File: src/hw/rtl/ifc_pkg.sv
// ----------------------------------------------------------------------------
// ifc_pkg
// Shared types, codes and constant arithmetic for the irrigation and fan
// controller.
// ----------------------------------------------------------------------------
package ifc_pkg;

   // event kinds
   localparam logic [1:0] KIND_CONTROL = 2'd0;
   localparam logic [1:0] KIND_RAMP    = 2'd1;
   localparam logic [1:0] KIND_TOGGLE  = 2'd2;
   localparam logic [1:0] KIND_ECO     = 2'd3;

   // operating modes
   localparam logic [1:0] MODE_OFF    = 2'd0;
   localparam logic [1:0] MODE_NORMAL = 2'd1;
   localparam logic [1:0] MODE_SAVER  = 2'd2;

   // register indexes
   localparam logic [1:0] CSR_DRY_THRESHOLD = 2'd0;
   localparam logic [1:0] CSR_PUMP_DURATION = 2'd1;
   localparam logic [1:0] CSR_COOLDOWN      = 2'd2;

   localparam int unsigned CSR_INDEX_W = 2;
   localparam int unsigned CSR_DATA_W  = 16;

   localparam logic [6:0]  DRY_THRESHOLD_RST = 7'd40;
   localparam logic [15:0] PUMP_DURATION_RST = 16'd3000;
   localparam logic [15:0] COOLDOWN_RST      = 16'd10000;

   // moisture calibration
   localparam int unsigned DRY_RAW    = 996;
   localparam int unsigned WET_RAW    = 385;
   localparam int unsigned MOIST_SPAN = DRY_RAW - WET_RAW;
   localparam int unsigned PCT_FULL   = 100;
   localparam int unsigned ECO_MARGIN = 10;

   // light: lux = dark * 1000 / 1023, where dark = 1023 - raw
   localparam int unsigned LUX_DEN     = 1023;
   localparam int unsigned LUX_SCALE   = 1000;
   localparam int unsigned EVENING_LUX = 100;
   // largest dark count whose lux stays below the evening level
   localparam int unsigned EVENING_DARK_MAX = (EVENING_LUX * LUX_DEN - 1) / LUX_SCALE;

   // fan temperature steps
   localparam logic [7:0] TEMP_WARM = 8'd25;
   localparam logic [7:0] TEMP_HOT  = 8'd30;
   localparam logic [7:0] TEMP_VERY = 8'd35;
   localparam logic [6:0] FAN_LOW   = 7'd30;
   localparam logic [6:0] FAN_MID   = 7'd60;
   localparam logic [6:0] FAN_FULL  = 7'd100;

   // duty = percent * 255 / 100, division by reciprocal (exact below 43699)
   localparam int unsigned DUTY_MAX    = 255;
   localparam int unsigned DUTY_RECIP  = 5243;
   localparam int unsigned DUTY_SHIFT  = 19;

   typedef struct packed {
      logic [1:0]  kind;
      logic [31:0] now_ms;
      logic [9:0]  moist_sample;
      logic [9:0]  light_sample;
      logic [7:0]  temperature;
      logic        water_present;
   } ifc_item_type;

   typedef struct packed {
      logic [6:0]  dry_threshold;
      logic [15:0] pump_duration_ms;
      logic [15:0] cooldown_ms;
   } ifc_cfg_type;

   typedef struct packed {
      logic       pump_on;
      logic [6:0] fan_percent;
      logic [1:0] mode;
      logic       low_water_alarm;
   } ifc_result_type;

   // moisture percent scaled by the span: percent < t  iff  scaled < t * span
   function automatic logic [15:0] moist_scaled(input logic [9:0] raw);
      logic [9:0] diff;
      begin
         diff = 10'(DRY_RAW) - raw;
         if (raw >= 10'(DRY_RAW))
            moist_scaled = 16'd0;
         else if (raw <= 10'(WET_RAW))
            moist_scaled = 16'(PCT_FULL * MOIST_SPAN);
         else
            moist_scaled = 16'(diff) * 16'(PCT_FULL);
      end
   endfunction

   function automatic logic [16:0] thr_scaled(input logic [6:0] thr);
      thr_scaled = 17'(thr) * 17'(MOIST_SPAN);
   endfunction

   function automatic logic is_evening(input logic [9:0] raw);
      logic [9:0] dark;
      begin
         dark = 10'(LUX_DEN) - raw;
         is_evening = (dark <= 10'(EVENING_DARK_MAX));
      end
   endfunction

   function automatic logic [6:0] fan_target_of(input logic [1:0] mode,
                                                input logic [7:0] temp);
      if (mode == MODE_OFF)
         fan_target_of = 7'd0;
      else if (temp < TEMP_WARM)
         fan_target_of = 7'd0;
      else if (temp < TEMP_HOT)
         fan_target_of = FAN_LOW;
      else if (temp < TEMP_VERY)
         fan_target_of = FAN_MID;
      else
         fan_target_of = FAN_FULL;
   endfunction

   function automatic logic [7:0] duty_of(input logic [6:0] pct);
      logic [14:0] prod;
      logic [27:0] wide;
      begin
         prod = 15'(pct) * 15'(DUTY_MAX);
         wide = 28'(prod) * 28'(DUTY_RECIP);
         duty_of = 8'(wide >> DUTY_SHIFT);
      end
   endfunction

endpackage

File: src/hw/rtl/irrigation_and_fan_controller.sv
// ----------------------------------------------------------------------------
// irrigation_and_fan_controller
// Event-driven pump and fan controller: control, ramp, toggle and eco events.
// ----------------------------------------------------------------------------
// usage
//   req_*  : one event beat (kind, timestamp, sensor samples); accepted when
//            req_valid is high and req_stall is low
//   rsp_*  : one result beat per event (pump, fan percent and duty, mode,
//            low-water alarm); taken when rsp_valid is high and rsp_stall low
//   csr_*  : register writes, index 0 dry threshold, 1 pump run time,
//            2 cooldown; csr_ready is always high, write only while idle
// path     : request beat to result beat through the input register, then
//            the result register
// throughput: one event per cycle unless stalled; the whole state update
//            for an event is one logic pass between input and result registers
// reset    : synchronous; system off, pump stopped, fan at rest, registers
//            back to 40 percent, 3000 ms and 10000 ms
// stall    : a stalled result holds; the input register still takes one
//            more beat, then req_stall rises until the result drains
// ----------------------------------------------------------------------------
module irrigation_and_fan_controller (
   input  logic                             clock,
   input  logic                             reset,

   input  logic                             req_valid,
   output logic                             req_stall,
   input  logic [1:0]                       req_kind,
   input  logic [31:0]                      req_now_ms,
   input  logic [9:0]                       req_moist_sample,
   input  logic [9:0]                       req_light_sample,
   input  logic [7:0]                       req_temperature,
   input  logic                             req_water_present,

   output logic                             rsp_valid,
   input  logic                             rsp_stall,
   output logic                             rsp_pump_on,
   output logic [6:0]                       rsp_fan_percent,
   output logic [7:0]                       rsp_fan_duty,
   output logic [1:0]                       rsp_mode,
   output logic                             rsp_low_water_alarm,

   input  logic                             csr_valid,
   output logic                             csr_ready,
   input  logic [ifc_pkg::CSR_INDEX_W-1:0]  csr_index,
   input  logic [ifc_pkg::CSR_DATA_W-1:0]   csr_data
);
   import ifc_pkg::*;

   ifc_cfg_type    cfg;
   ifc_item_type   item_ff;
   ifc_result_type result;
   ifc_result_type rsp_ff;

   logic in_valid_ff, in_valid_in;
   logic rsp_valid_ff, rsp_valid_in;
   logic req_accept;
   logic advance;   // result register free or being drained
   logic fire;      // held beat moves into the result register

   assign csr_ready = 1'b1;

   ifc_csr u_csr (
      .clock    (clock),
      .reset    (reset),
      .wr_en    (csr_valid && csr_ready),
      .wr_index (csr_index),
      .wr_data  (csr_data),
      .cfg      (cfg)
   );

   // handshake
   assign advance     = !rsp_valid_ff || !rsp_stall;
   assign fire        = in_valid_ff && advance;
   assign req_stall   = in_valid_ff && !advance;
   assign req_accept  = req_valid && !req_stall;
   assign in_valid_in = req_accept || (in_valid_ff && !advance);
   assign rsp_valid_in = advance ? in_valid_ff : rsp_valid_ff;

   always_ff @(posedge clock) begin
      if (reset) begin
         in_valid_ff  <= 1'b0;
         rsp_valid_ff <= 1'b0;
      end else begin
         in_valid_ff  <= in_valid_in;
         rsp_valid_ff <= rsp_valid_in;
      end
   end

   // input register, payload only
   always_ff @(posedge clock) begin
      if (req_accept) begin
         item_ff.kind          <= req_kind;
         item_ff.now_ms        <= req_now_ms;
         item_ff.moist_sample  <= req_moist_sample;
         item_ff.light_sample  <= req_light_sample;
         item_ff.temperature   <= req_temperature;
         item_ff.water_present <= req_water_present;
      end
   end

   ifc_core u_core (
      .clock  (clock),
      .reset  (reset),
      .fire   (fire),
      .item   (item_ff),
      .cfg    (cfg),
      .result (result)
   );

   // result register
   always_ff @(posedge clock) begin
      if (fire)
         rsp_ff <= result;
   end

   assign rsp_valid           = rsp_valid_ff;
   assign rsp_pump_on         = rsp_ff.pump_on;
   assign rsp_fan_percent     = rsp_ff.fan_percent;
   assign rsp_fan_duty        = duty_of(rsp_ff.fan_percent);
   assign rsp_mode            = rsp_ff.mode;
   assign rsp_low_water_alarm = rsp_ff.low_water_alarm;

`ifndef SYNTHESIS
   // back-pressure only when both stages hold a beat and the output is stalled
   a_stall_cause: assert property (@(posedge clock) disable iff (reset)
      req_stall |-> (in_valid_ff && rsp_valid_ff && rsp_stall))
      else $error("request stalled with room in the pipe");

   // a moved beat always shows up as a result beat
   a_fire_shows: assert property (@(posedge clock) disable iff (reset)
      fire |=> rsp_valid_ff)
      else $error("moved beat lost before the result register");

   // an alarm result never reports the pump on
   a_alarm_pump: assert property (@(posedge clock) disable iff (reset)
      (rsp_valid_ff && rsp_ff.low_water_alarm) |-> !rsp_ff.pump_on)
      else $error("alarm reported with pump on");
`endif

endmodule

File: src/hw/rtl/ifc_csr.sv
// ----------------------------------------------------------------------------
// ifc_csr
// Configuration registers: dry threshold, pump run time and cooldown.
// ----------------------------------------------------------------------------
module ifc_csr (
   input  logic                             clock,
   input  logic                             reset,
   input  logic                             wr_en,
   input  logic [ifc_pkg::CSR_INDEX_W-1:0]  wr_index,
   input  logic [ifc_pkg::CSR_DATA_W-1:0]   wr_data,
   output ifc_pkg::ifc_cfg_type             cfg
);
   import ifc_pkg::*;

   ifc_cfg_type cfg_ff;
   ifc_cfg_type cfg_in;

   always_comb begin
      cfg_in = cfg_ff;
      if (wr_en) begin
         case (wr_index)
            CSR_DRY_THRESHOLD: cfg_in.dry_threshold    = wr_data[6:0];
            CSR_PUMP_DURATION: cfg_in.pump_duration_ms = wr_data;
            CSR_COOLDOWN:      cfg_in.cooldown_ms      = wr_data;
            default: ;  // unknown index ignored
         endcase
      end
   end

   always_ff @(posedge clock) begin
      if (reset) begin
         cfg_ff.dry_threshold    <= DRY_THRESHOLD_RST;
         cfg_ff.pump_duration_ms <= PUMP_DURATION_RST;
         cfg_ff.cooldown_ms      <= COOLDOWN_RST;
      end else begin
         cfg_ff <= cfg_in;
      end
   end

   assign cfg = cfg_ff;

endmodule

File: src/hw/rtl/ifc_core.sv
// ----------------------------------------------------------------------------
// ifc_core
// Controller state and its next-state logic for one event per cycle while fire is high.
// ----------------------------------------------------------------------------
module ifc_core (
   input  logic                    clock,
   input  logic                    reset,
   input  logic                    fire,
   input  ifc_pkg::ifc_item_type   item,
   input  ifc_pkg::ifc_cfg_type    cfg,
   output ifc_pkg::ifc_result_type result
);
   import ifc_pkg::*;

   logic [1:0]  mode_ff,        mode_in;
   logic        pump_running_ff, pump_running_in;
   logic [31:0] start_stamp_ff, start_stamp_in;
   logic [31:0] stop_stamp_ff,  stop_stamp_in;
   logic [6:0]  fan_target_ff,  fan_target_in;
   logic [6:0]  fan_speed_ff,   fan_speed_in;
   logic        boost_done_ff,  boost_done_in;
   logic        alarm;

   logic [15:0] run_limit;
   logic [31:0] run_elapsed;
   logic [31:0] rest_elapsed;
   logic        run_expired;
   logic        rest_over;
   logic [15:0] moist;
   logic [16:0] thr_full;
   logic [16:0] thr_eco;
   logic        dark;
   logic        water_due;
   logic [6:0]  speed_step;

   always_comb begin
      run_limit    = (mode_ff == MODE_SAVER) ? {1'b0, cfg.pump_duration_ms[15:1]}
                                             : cfg.pump_duration_ms;
      run_elapsed  = item.now_ms - start_stamp_ff;
      rest_elapsed = item.now_ms - stop_stamp_ff;
      run_expired  = (run_elapsed >= 32'(run_limit));
      // a pump stopped in this step has zero rest, so the old stamp decides
      rest_over    = (rest_elapsed > 32'(cfg.cooldown_ms));

      moist    = moist_scaled(item.moist_sample);
      thr_full = thr_scaled(cfg.dry_threshold);
      thr_eco  = thr_scaled(cfg.dry_threshold - 7'(ECO_MARGIN));
      dark     = is_evening(item.light_sample);

      case (mode_ff)
         MODE_NORMAL: water_due = (17'(moist) < thr_full);
         MODE_SAVER: water_due =
            ((cfg.dry_threshold >= 7'(ECO_MARGIN)) && (17'(moist) < thr_eco)) ||
            ((17'(moist) < thr_full) && dark);
         default: water_due = 1'b0;
      endcase

      if (fan_speed_ff < fan_target_ff)
         speed_step = fan_speed_ff + 7'd1;
      else if (fan_speed_ff > fan_target_ff)
         speed_step = fan_speed_ff - 7'd1;
      else
         speed_step = fan_speed_ff;
   end

   always_comb begin
      mode_in         = mode_ff;
      pump_running_in = pump_running_ff;
      start_stamp_in  = start_stamp_ff;
      stop_stamp_in   = stop_stamp_ff;
      fan_target_in   = fan_target_ff;
      fan_speed_in    = fan_speed_ff;
      boost_done_in   = boost_done_ff;
      alarm           = 1'b0;

      case (item.kind)
         KIND_CONTROL: begin
            fan_target_in = fan_target_of(mode_ff, item.temperature);
            if (pump_running_ff && run_expired) begin
               pump_running_in = 1'b0;
               stop_stamp_in   = item.now_ms;
            end
            if (!pump_running_ff && (mode_ff != MODE_OFF) && rest_over && water_due) begin
               if (item.water_present) begin
                  pump_running_in = 1'b1;
                  start_stamp_in  = item.now_ms;
               end else begin
                  alarm = 1'b1;
               end
            end
         end
         KIND_RAMP: begin
            if ((fan_speed_ff == 7'd0) && (fan_target_ff != 7'd0) && !boost_done_ff) begin
               fan_speed_in  = FAN_FULL;
               boost_done_in = 1'b1;
            end else begin
               fan_speed_in = speed_step;
               if ((fan_target_ff == 7'd0) && (speed_step == 7'd0))
                  boost_done_in = 1'b0;
            end
         end
         KIND_TOGGLE: begin
            if (mode_ff == MODE_OFF) begin
               mode_in = MODE_NORMAL;
            end else begin
               mode_in         = MODE_OFF;
               pump_running_in = 1'b0;
               stop_stamp_in   = item.now_ms;
               fan_target_in   = 7'd0;
               fan_speed_in    = 7'd0;
            end
         end
         KIND_ECO: begin
            mode_in = MODE_SAVER;
         end
         default: ;
      endcase
   end

   always_ff @(posedge clock) begin
      if (reset) begin
         mode_ff         <= MODE_OFF;
         pump_running_ff <= 1'b0;
         start_stamp_ff  <= 32'd0;
         stop_stamp_ff   <= 32'd0;
         fan_target_ff   <= 7'd0;
         fan_speed_ff    <= 7'd0;
         boost_done_ff   <= 1'b0;
      end else if (fire) begin
         mode_ff         <= mode_in;
         pump_running_ff <= pump_running_in;
         start_stamp_ff  <= start_stamp_in;
         stop_stamp_ff   <= stop_stamp_in;
         fan_target_ff   <= fan_target_in;
         fan_speed_ff    <= fan_speed_in;
         boost_done_ff   <= boost_done_in;
      end
   end

   assign result.pump_on         = pump_running_in;
   assign result.fan_percent     = fan_speed_in;
   assign result.mode            = mode_in;
   assign result.low_water_alarm = alarm;

`ifndef SYNTHESIS
   // fan never runs past full speed
   a_speed_range: assert property (@(posedge clock) disable iff (reset)
      fan_speed_ff <= FAN_FULL)
      else $error("fan speed above full scale");

   // target only takes one of the temperature steps
   a_target_steps: assert property (@(posedge clock) disable iff (reset)
      fan_target_ff == 7'd0 || fan_target_ff == FAN_LOW ||
      fan_target_ff == FAN_MID || fan_target_ff == FAN_FULL)
      else $error("fan target off its step set");

   // the pump only runs while the system is on
   a_pump_needs_mode: assert property (@(posedge clock) disable iff (reset)
      pump_running_ff |-> (mode_ff != MODE_OFF))
      else $error("pump running while system off");

   // an alarm step never starts the pump
   a_alarm_no_start: assert property (@(posedge clock) disable iff (reset)
      (fire && alarm) |=> !pump_running_ff)
      else $error("pump started on a low-water step");
`endif

endmodule
File: config.mk
export PLATFORM = sky130hd
export DESIGN_NAME = irrigation_and_fan_controller
export DESIGN_NICKNAME = d
export VERILOG_FILES = /design/src/hw/rtl/ifc_pkg.sv /design/src/hw/rtl/irrigation_and_fan_controller.sv /design/src/hw/rtl/ifc_csr.sv /design/src/hw/rtl/ifc_core.sv
export SDC_FILE = /design/constraint.sdc
export NUM_CORES = 1
export LEC_CHECK = 0
export CORE_UTILIZATION = 55
export DETAILED_ROUTE_END_ITERATION = 10
export DONT_BUFFER_PORTS = 1
export GPL_ROUTABILITY_DRIVEN = 0
export GPL_TIMING_DRIVEN = 0
export PLACE_DENSITY = 0.73
export SLEW_MARGIN = 20
export SYNTH_ARGS = -nofsm -noshare
export SYNTH_HDL_FRONTEND = slang
export SYNTH_SLANG_ARGS = --single-unit
File: constraint.sdc
create_clock -name clock -period 10 [get_ports clock]
set_clock_uncertainty 0.15 [all_clocks]
set_input_delay 0.5 -clock clock [delete_from_list [all_inputs] [get_ports clock]]
set_output_delay 0.5 -clock clock [all_outputs]
set_load 0.1 [all_outputs]
==> reports/results.ini <==
[status]
status = complete, but fails checks
violations = setup timing

[grt]
use_met3_pct = 3.64
busiest_layer = met2
grt-ovfl-total = 0
grt.total_usage_pct = 27.9
use_met2_pct = 47.1
grt_max_degree = 32
antenna_found_initial = 0
grt_pass1_wl_um = 87200
use_met1_pct = 36.2
grt_pass1_vias = 17900

[finish]
finalNetCount = 3107
utilization_pct = 63.9
final_common_cell = ha_1
layout_common_cells = 369 x ha_1, 360 x inv_1, 218 x a21oi_1, 144 x nand2_1, 121 x dfxtp_1
syn2layout_area_growth_pct = 13.2
drive_gt1_share_pct = 6.99
multi_input_area_um2 = 15000
seqCellArea_um2 = 4640
diodes = 0
finalNonFillerCells = 3050
fill_cells = 3119

[floorplanning]
io_pins = 108
start_util_pct = 56.5
dieArea_um2 = 38700
die_y_um = 197
fp-row-count = 70
core_um2 = 37000
die_w_um = 197

[place]
place_inst = 2921
portBuffers = 0
dp_hpwl_um = 42400

[clock_network]
cts_max_level = 4
cts_tree = done
clockBufferDepth = 2
cts_root_buf = clkbuf_16
clk_latency_ps = 470
clock_sinks = 195
cts_made_buffers = 17
clk_pin_slew_ps = 70

[synthesis]
yosys_register_bits = 195
synth_nets = 2986
synth_area_um2 = 20900
synth_edf_count = 74
synth_ff_type = dfxtp_1
postSynthCellCount = 2413
ys_seq_area_share_pct = 22.2
async_flop_share_pct = 0
ys_warn_count = 0
ys_types = 84
syn-mean-instance-area_um2 = 8.65

[setup_path]
cp-end-kind = output port
critical_path_arrival_ps = 10780
ff2ff_setup_slack_ps = 1770
critPathMostFrequentCell = fa_1
worst-path-max-fanout = 4
worstPathRequired_ps = 9350
cp_slowest_stage_delay_ps = 1070
path_buf_inv = 7
slowest_stage = edfxtp_1
start_kind = flip-flop
critPathTopFamily = adder cells
path_class = reg -> out

[sta]
finalHoldViolations = 0
fin_crit_sh_pct = 114
slew_viol_final = 0
finalSetupViolations = 8
worst_pin_slew_ps = 1200
clock.fmax_mhz = 87.5
max_slew_margin_pct = 19.7
min_period_ps = 11430
rsz0062_at_grt = true
finalWorstSetupSlack_ps = -1430
whs_ps = 19.2

[min_path]
hp-class = in -> reg

[routing]
dr.first_iter.drc_count = 1347
via_per_inst = 5.81
wirelength_um = 53200
post_drt_wl_per_cell_um = 17.4
drtPass1Iterations = 6
drtAntennaViolNets = 0
drc = 0
vias = 17700

[job]
maxCapViolations = 0

## layer usage
layer / wire (µm) / vias up
met1: 23400 / 8404
li1: - / 8663
met5: 0 / -
met3: 2730 / 109
met2: 25200 / 554
met4: 1840 / 0
## cells in the mapped netlist (all sizes together), types with 7 or more instances
master | count | area, µm²
xnor2 | 60 | 526
a21oi | 225 | 1130
clkbuf | 67 | 257
or2 | 7 | 43.8
o21a | 19 | 143
nor4 | 8 | 56.3
nand3 | 95 | 480
mux2i | 25 | 250
nand4 | 31 | 194
inv | 378 | 1420
and3 | 12 | 75.1
dfxtp | 121 | 2420
a211oi | 17 | 128
nor3 | 27 | 135
a21o | 36 | 270
nor2b | 21 | 131
fa | 105 | 2100
or3 | 12 | 75.1
and2 | 10 | 62.6
buf | 13 | 85.1
ha | 382 | 4780
o21ai | 146 | 731
nor2 | 118 | 443
nand2 | 145 | 547
edfxtp | 74 | 2220
a2111oi | 10 | 106
a31oi | 16 | 100
nand2b | 13 | 81.3
o21bai | 21 | 158
and4 | 12 | 108
xor2 | 50 | 438
nor3b | 9 | 67.6
a31o | 8 | 70.1
o211ai | 22 | 165
## cell type report
cell class	instances	share of cell area [%]
multi-input combinational	1760	63.6
sequential	195	19.7
inverter	378	6.03
timing repair buffer	102	4.25
tap	504	2.67
clock buffer	19	1.94
buffer	80	1.45
clock inverter	12	0.439
## cell families (layout without fill, tap and decap cells)
| group | Yosys count | count (layout) | synth area share, % |
|---|---|---|---|
| DFF | 195 | 195 | 22.2 |
| adders and majority gates | 487 | 487 | 33.0 |
| and+or+nand+nor | 535 | 535 | 12.6 |
| xor gates and xnor gates | 111 | 111 | 4.72 |
| AOI/OAI and AO/OA | 599 | 599 | 17.7 |
| buffers and inverters | 458 | 591 | 8.43 |
| muxes | 27 | 27 | 1.31 |
| other | 1 | 1 | 0.0180 |
## worst reg2reg max path: cells and delay by family, from the launching register on
kind / cells / cell delay (ps)
and+or+nand+nor: 4 / 800
DFF: 1 / 530
xor gates and xnor gates: 2 / 530
AOI/OAI and AO/OA: 13 / 2680
buffers and inverters: 7 / 1410
adders and majority gates: 6 / 2080
## state kept, by name (all words and copies together) (netlist names), 5 cells and up
name / cells
u_csr.cfg: 39
rsp_fan_percent: 7
u_core.fan_target_ff: 5
u_core.stop_stamp_ff: 32
item_ff: 63
u_core.start_stamp_ff: 32
u_core.fan_speed_ff: 7
## repair_timing
action	in CTS	in global routing
pin swaps	28	27
setup endpoints to repair	8	8
cloned	0	0
hold buffers	68	0
setup buffers	18	14
gates resized for setup	21	33
hold endpoints to repair	68	0
## worst paths after layout
kind | startpoint | to | cells after the start
min reg2reg | u_csr.cfg[16] | u_csr.cfg[16] | 2
min | csr_data[10] | u_csr.cfg[26] | 2
max reg2reg | u_csr.cfg[33] | u_core.start_stamp_ff[10] | 32
max | rsp_fan_percent[1] | rsp_fan_duty[6] | 33
## per-stage QoR
| stage | cell area (µm²) | TNS [ps] | setup WS [ps] |
|---|---|---|---|
| final | 23600 | -9500 | -1430 |
| after global routing | 23600 | -12430 | -1800 |
| after CTS | 23300 | -9530 | -1440 |
| after detailed placement | 21800 | -8940 | -1590 |
| after global placement | 21700 | -8440 | -1370 |
| after floorplan | 21100 | -1440 | -485 |
Power is left out: the tool's default activity adds up to more than one toggle a clock period on the data nets, which glitch-free logic cannot reach.
